### config.mk
export PLATFORM = sky130hd
export DESIGN_NAME = nsi_ram
export DESIGN_NICKNAME = d
export VERILOG_FILES = /design/src/nsi_ram.sv
export SDC_FILE = /design/constraint.sdc
export NUM_CORES = 1
export LEC_CHECK = 0
export BUFFER_PORTS_ARGS = -buffer_cell sky130_fd_sc_hd__buf_2
export CAP_MARGIN = 5
export CORE_MARGIN = 2
export CORE_UTILIZATION = 54
export CTS_CLUSTER_SIZE = 20
export DETAILED_ROUTE_END_ITERATION = 10
export PLACE_DENSITY_LB_ADDON = 0.08
export SYNTH_ARGS = -nofsm -noshare
export SYNTH_HDL_FRONTEND = slang
export SYNTH_SLANG_ARGS = --single-unit
### constraint.sdc
create_clock -name clk -period 2.4 [get_ports clk]
set_input_delay 0.36 -clock clk [delete_from_list [all_inputs] [get_ports clk]]
set_output_delay 0.36 -clock clk [all_outputs]
set_load 0.02 [all_outputs]
### src/nsi_ram.sv
`timescale 1ns / 1ps
// Generic single-port-write, single-port-read RAM with a registered read.
module nsi_ram #(
	parameter int WIDTH = 8,
	parameter int DEPTH = 16
) (
	input  logic                     clk,
	input  logic                     we,
	input  logic [$clog2(DEPTH)-1:0] waddr,
	input  logic [WIDTH-1:0]         wdata,
	input  logic [$clog2(DEPTH)-1:0] raddr,
	output logic [WIDTH-1:0]         rdata
);
	logic [WIDTH-1:0] mem [DEPTH];

	always_ff @(posedge clk) begin
		if (we) begin
			mem[waddr] <= wdata;
		end
		rdata <= mem[raddr];
	end
endmodule

==> metrics, run 1 <==
Peak VDD IR=between 0.4 and 0.5 mV; Setup crit start kind=input port; most common cell after layout, fill and taps aside=edfxtp_1; Final Skew=approximately 0.015 ns; clock latency on the worst-skew pair=around 0.52 ns; routed wire length=around 9.5 mm; relative max-transition margin=just over 50%; most frequent cells in the layout=edfxtp_1 (128), buf_2 (25), buf_4 (21); post-layout min period=between 1 and 1.5 ns; TNS Setup=0 ns; Clock Power Share=47.6%; worst-path cell chain=buf_2 > buf_4 > mux4_1 > a22oi_1 > nand2_1; DIE HEIGHT=between 100 and 150 um; IO buf count=25; DP HPWL=around 6 mm; htree depth=4; Mapped Area=between 0.005 and 0.006 mm^2; crit path setup slack, layout=between 0.9 and 1 ns; Netlist cell types=19; Crit Path Max Fanout=10; CP Class=in2reg; Max stage delay on crit path=approximately 0.6 ns; Pint=between 4 and 5 mW; post-route ant nets=0; Crit path max-delay family=multiplexers; CTS tree=built; Sequential Power Share=a little under half; area leader, netlist=edfxtp_1; switching power=around 1.1 mW; simple-gate portion of the synthesized area=under 10%; vias in the first global route=approximately 2,600; Setup Viol. Count Final=0; status=finished clean; initial antenna violation count=1; arrival time worst endpoint=1.83 ns; CTS Buf Count=17; Vias=around 2,400; Synth Area in Compound Gates=under 10%; Max Slew Vio Count=0; Synth Net Count=247; hold_buf cts=0; R2R cell count=3; Leak=2.11 nW; Worst EP required=between 2 and 3 ns; Nets=approximately 300; DRC Markers=0; global-route wire length before repair=14.7 mm; worst hold path class=in2reg; router iterations before antenna repair=4; CTS clk-pin slew, worst paths=~0.06 ns; R2R Path End=rdata[1]; slowest CP cell=mux4_1; number of stages on the worst setup path=5; pwr/cell area=between 900 and 1000 mW/mm^2; RSZ-0062 raised after global routing=false; DP Area=about 0.0055 mm^2; post-synthesis mux area share=around 15%; core area=roughly 0.009 mm^2; crit path buf inv count=2; layout cell share with drive strength beyond 1=between 30% and 40%; Area Growth Syn to Fin=19.4%; setup bufs post-CTS=0; final hold vios=0; gp weighted congestion=approximately 0.71; XOR/XNOR Fraction of Synth Area=0%; post-synthesis cell count=approximately 230; largest net degree at the start of global routing=17; Die W=roughly 100 um; Std-Cell Rows=35; gr ovfl total=0; GRT Util Overall=approximately a fifth; f_max=~700 MHz; # resized after CTS=0; final instance area=around 0.006 mm^2; worst setup path endpoint=rdata[1]; Die Footprint=0.0103 mm^2; worst slack at placement=0.426 ns; Tcrit/Tclk final=59.4%; Mapped Avg Cell Area=between 20 and 25 um^2; largest family of logic cells by synthesized area=multiplexers; Iter 0 DRT Violations=about 150; maxcap violations=0; endpoint type of the worst setup path=flip-flop; Clock Path Buffers=2; clk sinks=around 140; share of the synthesized area in the top cell type=around three quarters; Initial Utilization=a little under three fifths; crit path from=raddr[0]; Area contributors post-synth=edfxtp_1 (75%), mux4_2 (7.9%), mux4_1 (7.1%); Root Buffer=clkbuf_8; FF+latch count, synth=136; reg-to-reg setup timing slack=~1.1 ns; switch share=roughly a fifth; Slew @ Worst Pin=~0.73 ns; YS warnings=0; sequential share of the synthesized area=between 70% and 80%; adder-cell share of the synthesized area=0%; DR vias/cell=about 5.6; DR WL/cell=22.3 um; Reg2Reg Launch Point=mem[2][1]; Logic pwr share=under 10%; I/O pin total=26
## sequential cells by signal (all words and copies together) (netlist names)
name,count
rdata,8
mem,128
## area by class of cell
class | count | area, um^2
Sequential cell | 136 | 4000
Fill cell | 626 | 3090
Multi-Input combinational cell | 83 | 1060
Clock buffer | 21 | 449
Timing Repair Buffer | 47 | 303
Clock inverter | 11 | 171
Tap cell | 129 | 161
Antenna cell | 1 | 2.50
## metal layers
layer | global-route usage (%) | part of all wire (%)
met1 | 29.1 | 45
met4 | 8.11 | 1.3
met2 | 31.4 | 49
met5 | 0 | 0
met3 | 6.83 | 5.4
## metrics by stage
step           hold WS [ns]  instances  power (mW)  util, %
3_3_place_gp          0.653        395        2.98     59.8
6_report              0.224        428        5.59     66.5
4_1_cts               0.203        427        5.65     66.5
3_5_place_dp          0.664        395        2.98     59.8
2_1_floorplan         0.459        229        2.87        -
5_1_grt               0.213        427        5.76     66.5
## logic make-up after synthesis
| logic type | Yosys count |
|---|---|
| flops | 136 |
| simple gates | 35 |
| mux | 32 |
| compound gates | 16 |
| buf+inv | 10 |
## how the worst min path moves through the flow
stage / startpoint / end / slack (ns) / depth (start not counted)
floorplan: wdata[0] / mem[0][0] / 0.46 / 0
global placement: mem[11][1] / rdata[1] / 0.65 / 3
detailed placement: mem[7][2] / rdata[2] / 0.66 / 3
CTS: wdata[0] / mem[14][0] / 0.20 / 1
global route: wdata[0] / mem[14][0] / 0.21 / 1
finish: wdata[0] / mem[14][0] / 0.22 / 1
## cell usage after synthesis
cell type        count
buf_6                3
dfxtp_1              8
nand3_1              1
buf_2                3
edfxtp_1           128
mux4_2              18
nand3b_1             2
nand2_1              9
nor3_1               4
mux4_1              14
nor2_1              13
nor2b_1              1
and2b_1              1
clkdlybuf4s25_2      3
nand2b_1             2
buf_4                1
a22oi_1             16
and2_1               1
or3b_2               1
## power by group through the flow
stage / combinational, mW / sequential (mW) / clock (mW)
4_1_cts: 0.265 / 2.67 / 2.71
2_1_floorplan: 0.135 / 2.74 / 0
6_report: 0.260 / 2.67 / 2.66
5_1_grt: 0.284 / 2.67 / 2.81
3_5_place_dp: 0.263 / 2.72 / 0
3_3_place_gp: 0.259 / 2.72 / 0
(Power assumes the default switching activity.)
==> inputs of run 2 (changes only) <==
- clock period: 2.4 -> 1.44 ns (I/O delays scaled with it)
==> run 2 against run 1 <==
Compared with the run above:
- via count fell by 1.2%
- largest power group unchanged
- combinational power rose by 78%
- critical endpoint is now rdata[3]
- critical path depth fell by 2
- utilization rose by 0.42 points
- register-to-register slack got worse by 0.96 ns
- power rose by 60%
==> metrics, run 2 (synthesis gave the netlist of run 1 again) <==
clock latency on the worst-skew pair=0.51 ns (about the same); Clock Path Buffers=2 (unchanged); CTS Buf Count=17 (unchanged); Sequential Area=0.00400 mm^2 (unchanged); max reg flops=128 (unchanged); Crit Path Max Fanout=1 (-9); worst slack at placement=-0.281 ns (-0.707 ns); Die Footprint=0.0103 mm^2 (unchanged); setup bufs post-CTS=0 (unchanged); hold_buf cts=0 (unchanged); DR vias/cell=5.49 (-2.5%); Nets=310 (+2.3%); CTS clk-pin slew, worst paths=0.06 ns (about the same); largest reg by FF count=mem; endpoint type of the worst setup path=flip-flop; Die W=102 um (unchanged); Power Total=8.97 mW (+60%); Peak VDD IR=1.01 mV (+110%); Vias=2,382 (-1.2%); worst-path cell chain=mux4_1 > a22oi_1 > nand2_1; DP HPWL=6.20 mm (+2.4%); DIE HEIGHT=102 um (unchanged); Tcrit/Tclk final=between 90% and 100%; final hold vios=0 (unchanged); f_max=739 MHz; most frequent cells in the layout=edfxtp_1 (128), buf_2 (25), buf_4 (25); relative max-transition margin=50.7% (-0.60 points); slowest CP cell=mux4_1; DR WL/cell=21.9 um (-1.7%); Setup Viol. Count Final=0 (unchanged); Root Buffer=clkbuf_8; RSZ-0062 raised after global routing=false; I/O pin total=26 (unchanged); CP Class=reg2reg; Iter 0 DRT Violations=156 (+4.7%); Antenna diodes=0 (-1); Area Growth Syn to Fin=20.2%; Std-Cell Rows=35 (unchanged); DRC Markers=0 (unchanged); core area=0.00924 mm^2 (unchanged); router iterations before antenna repair=4 (unchanged); layout cell share with drive strength beyond 1=34.1% (+1.9 points); largest net degree at the start of global routing=32 (+15); crit path buf inv count=0 (-2); # resized after CTS=0 (unchanged); Crit path max-delay family=multiplexers; Slew @ Worst Pin=0.738 ns (+0.00904 ns); IO buf count=25 (unchanged); initial antenna violation count=0 (-1); worst hold path class=in2reg; global-route wire length before repair=14.6 mm (-0.52%); most common cell after layout, fill and taps aside=edfxtp_1; top flop regs=mem: 128 flops, rdata: 8 flops; CTS tree=built; vias in the first global route=2,458 (-4.2%); post-route ant nets=0 (unchanged); clk sinks=136 (unchanged); crit path setup slack, layout=0.0863 ns (-0.887 ns); Final Skew=0.00658 ns (-0.00812 ns); Leak=2.13 nW (+1.0%); Initial Utilization=55.7% (unchanged); post-layout min period=1.35 ns; Fill cells=613 (-2.1%); arrival time worst endpoint=1.74 ns (-0.09 ns); Worst EP required=1.82 ns (-0.98 ns); status=finished clean; multi-input combinational cell area=0.00106 mm^2 (+0.47%); GRT Util Overall=20.7% (-0.29 points); Max Slew Vio Count=0 (unchanged); Setup crit start kind=flip-flop; gp weighted congestion=0.812 (+14%); pwr/cell area=1450 mW/mm^2 (+59%); routed wire length=9.50 mm (-0.33%); maxcap violations=0 (unchanged); Max stage delay on crit path=0.51 ns (-0.08 ns); gr ovfl total=0 (unchanged); htree depth=4 (unchanged)
run 2: changes by cell type in the layout (fill, tap and decap cells not counted), sizes merged:
cell,change
buf,+7
clkbuf,-3
inv,+3
bufinv,-2
clkinv,+1
clkinvlp,+1
diode,-1
run 2: path summary, 6_finish.rpt:
| check | startpoint | end | slack (ns) | cells after the start |
|---|---|---|---|---|
| worst max register to register | mem[1][3] | rdata[3] | 0.09 | 3 |
| worst min register to register | mem[15][1] | rdata[1] | 0.67 | 3 |
| worst min-delay path | wdata[5] | mem[6][5] | 0.09 | 1 |
| worst max-delay path | mem[1][3] | rdata[3] | 0.09 | 3 |
run 2: through the flow:
step	setup TNS [ns]	cells	utilization, %	hold slack [ns]	instance area (um^2)
3_5_place_dp	-2.42	402	60.8	0.613	5620
3_3_place_gp	-2.05	402	60.8	0.605	5620
4_1_cts	0	434	67.0	0.0748	6190
5_1_grt	0	434	67.0	0.0741	6190
2_1_floorplan	-1.21	229	-	0.315	5150
6_report	0	434	67.0	0.0930	6190
run 2: worst reg2reg max path, stage by stage (launching register included):
cell and delay [ns]:
edfxtp_1 0.37, mux4_1 0.51, a22oi_1 0.26, nand2_1 0.10
run 2: final cells by class:
type	count	area share (%)
Sequential cell	136	64.7
Multi-Input combinational cell	83	17.2
Clock buffer	18	6.75
Timing Repair Buffer	54	6.35
Tap cell	129	2.61
Clock inverter	14	2.41
run 2: power by group:
group	internal (mW)	total, mW	leakage, nW	switching [mW]
sequential	4.43	4.45	1.22	0.0248
combinational	0.199	0.462	0.641	0.262
clock	2.47	4.06	0.270	1.59
run 2: layer usage:
metal / wire [um] / up-vias / global-route usage [%]
met5: 0 / - / 0
met4: 90 / 0 / 6.24
met3: 414 / 10 / 5.45
met2: 4560 / 64 / 31.6
met1: 4430 / 1203 / 29.9
li1: - / 1105 / -
==> inputs of run 3 (changes only) <==
- ABC_AREA: default -> 1
==> run 3 against run 2 <==
Compared with the run above:
- power shrank 1.9%
- critical path depth decreased by 2
- clock power fell by 7.1%
- global-route usage up 3.1 points
- area after synthesis up 12%
- final cell count increased by 72%
- non-clock buffer count down 1
- setup slack better by 0.15 ns
- combinational power up 25%
- worst hold slack worse by 0.036 ns
- final area rose by 7.6%
- largest power group unchanged
==> metrics, run 3 <==
status=finished clean; Post-Layout Cell Count=748 (+72%); Tcrit/Tclk final=83.9% (-10 points); worst hold path class=in2reg; f_max=828 MHz (+12%); Crit path max-delay family=flip-flops; Mapped Avg Cell Area=10.5 um^2 (-53%); Peak VDD IR=0.749 mV (-26%); IO buf count=25 (unchanged); RSZ-0062 raised after global routing=false; Mapped Area=0.00577 mm^2 (+12%); setup bufs post-CTS=0 (unchanged); post-synthesis cell count=551 (+140%); # placed instances=716 (+78%); Final Skew=0.00417 ns (-0.00241 ns); crit path setup slack, layout=0.232 ns (+0.146 ns); relative max-transition margin=74.8% (+24 points); top_reg_cell synth=edfxtp_1; FF+latch count, synth=136 (unchanged); I/O pin total=26 (unchanged); CTS tree=built; maxcap violations=0 (unchanged); DR vias/cell=5.01 (-8.8%); sequential share of the synthesized area=69.4% (-8.4 points); Iter 0 DRT Violations=331 (+110%); worst slack at placement=-0.00386 ns (+0.277 ns); Clock Path Buffers=2 (unchanged); post-layout min period=1.21 ns (-0.146 ns); area leader, netlist=edfxtp_1; Initial Utilization=55.6% (-0.097 points); DP HPWL=7.63 mm (+23%); Hold WS=0.0568 ns (-0.0363 ns); Die Footprint=0.0115 mm^2 (+12%); htree depth=4 (unchanged); hold_buf cts=0 (unchanged); clk sinks=136 (unchanged); Die W=107 um (+5.6%); Slew @ Worst Pin=0.378 ns (-0.360 ns); share of the synthesized area in the top cell type=66.7% (-8.0 points); Worst Hold Launch=raddr[3]; most common cell after layout, fill and taps aside=nand2_1; vias in the first global route=3,641 (+48%); R2R cell count=6 (+3); global-route wire length before repair=19.8 mm (+35%); Nets=617 (+99%); number of stages on the worst setup path=1 (-2); layout cell share with drive strength beyond 1=13.2% (-21 points); routed wire length=12.3 mm (+30%); DR WL/cell=16.5 um (-25%); count leader, synth=nand2_1; FFs w/ async S/R, synth=0% (unchanged); Max stage delay on crit path=0.32 ns (-0.19 ns); largest net degree at the start of global routing=54 (+69%); Hold Path Depth=3 (+2); CP Class=reg2out; GRT Util Overall=23.7% (+3.1 points); TNS Setup=0 ns (unchanged); core area=0.0104 mm^2 (+12%); arrival time worst endpoint=0.99 ns (-0.75 ns); Area Growth Syn to Fin=15.4%; initial antenna violation count=0 (unchanged); Antenna diodes=0 (unchanged); Setup Viol. Count Final=0 (unchanged); Vias=3,744 (+57%); # resized after CTS=0 (unchanged); Leak=2.93 nW (+37%); largest reg by FF count=mem; gp weighted congestion=0.823 (+1.3%); Setup crit start kind=flip-flop; crit path buf inv count=1 (+1); Netlist cell types=12 (-7); hold endpoint=rdata[7]; Crit Path Max Fanout=1 (unchanged); clock latency on the worst-skew pair=0.51 ns (about the same); endpoint type of the worst setup path=output pin; worst-path cell chain=buf_2; R2R Path End=rdata[5]; Area contributors post-synth=edfxtp_1 (67%), nand2_1 (11%), nand3_1 (8.4%); DRC Markers=0 (unchanged); Max Slew Vio Count=0 (unchanged); gr ovfl total=0 (unchanged); synth cell count leaders=nand2_1 (173), edfxtp_1 (128), inv_1 (100); Reg2Reg Launch Point=mem[8][5]; reg-to-reg setup timing slack=0.32 ns (+0.23 ns); slowest CP cell=dfxtp_1; number of synthesized flops with an enable pin=128 (unchanged); max reg flops=128 (unchanged); most frequent cells in the layout=nand2_1 (173), edfxtp_1 (128), inv_1 (100); Worst EP required=1.22 ns (-0.60 ns); top flop regs=mem: 128 flops, rdata: 8 flops; DIE HEIGHT=107 um (+5.6%); final hold vios=0 (unchanged); Root Buffer=clkbuf_8; post-route ant nets=0 (unchanged); Std-Cell Rows=37 (+5.7%); pwr/cell area=1320 mW/mm^2 (-8.9%); Power Total=8.80 mW (-1.9%); Fill cells=864 (+41%); YS warnings=0 (unchanged); router iterations before antenna repair=5 (+1); Synth Net Count=569 (+130%); CTS clk-pin slew, worst paths=0.06 ns (about the same); CTS Buf Count=17 (unchanged)
==> run 3: cell count changes after synthesis, moves of 14 or more <==
cell / before / now
a22oi_1: 16 / 0
inv_1: 0 / 100
mux4_1: 14 / 0
mux4_2: 18 / 0
nand2_1: 9 / 173
nand3_1: 1 / 97
==> run 3: how the worst max path moves through the flow <==
stage             start         end  slack (ns)
6_report       rdata[5]    rdata[5]        0.23
3_5_place_dp   raddr[0]    rdata[5]      -0.004
4_1_cts        rdata[5]    rdata[5]        0.19
2_1_floorplan  waddr[2]  mem[10][0]        0.27
5_1_grt        rdata[5]    rdata[5]        0.18
3_3_place_gp   raddr[0]    rdata[5]        0.06
==> run 3: logic make-up after synthesis <==
logic type             after synthesis  synth area share [%]
buffers and inverters              126                  9.52
AND/OR/NAND/NOR                    289                  21.0
flip-flops                         136                  69.4
==> run 3: area by class of cell <==
class                   count  area (um^2)  area share, %
repair buffers             53          373           5.60
inverters                 102          383           5.75
clock buffers              22          433           6.50
clock inverters            10         80.1           1.20
flip-flops and latches    136         4000           60.2
well taps                 136          170           2.56
multi-input cells         289         1210           18.2
==> run 3: power breakdown <==
part | switching, mW | leakage, nW | internal [mW]
combinational | 0.402 | 1.45 | 0.177
clock | 1.51 | 0.254 | 2.26
sequential | 0.0225 | 1.22 | 4.43
total | 1.93 | 2.93 | 6.86
==> run 3: per-stage QoR <==
stage                     instance area [um^2]  utilization [%]
after CTS                                 6660             64.2
after floorplan                           5770                -
after global placement                    6140             59.2
after detailed placement                  6140             59.2
after global routing                      6660             64.2
final                                     6660             64.2
==> run 3: per-layer routing <==
metal  routed length (um)  part of all wire [%]  up-vias  global-route usage (%)
met5                    0                     0        -                       0
met1                 5610                    46     1722                    34.7
met3                  826                   6.7       20                    5.21
met4                  322                   2.6        0                    10.3
met2                 5570                    45      133                    34.5
li1                     -                     -     1869                       -
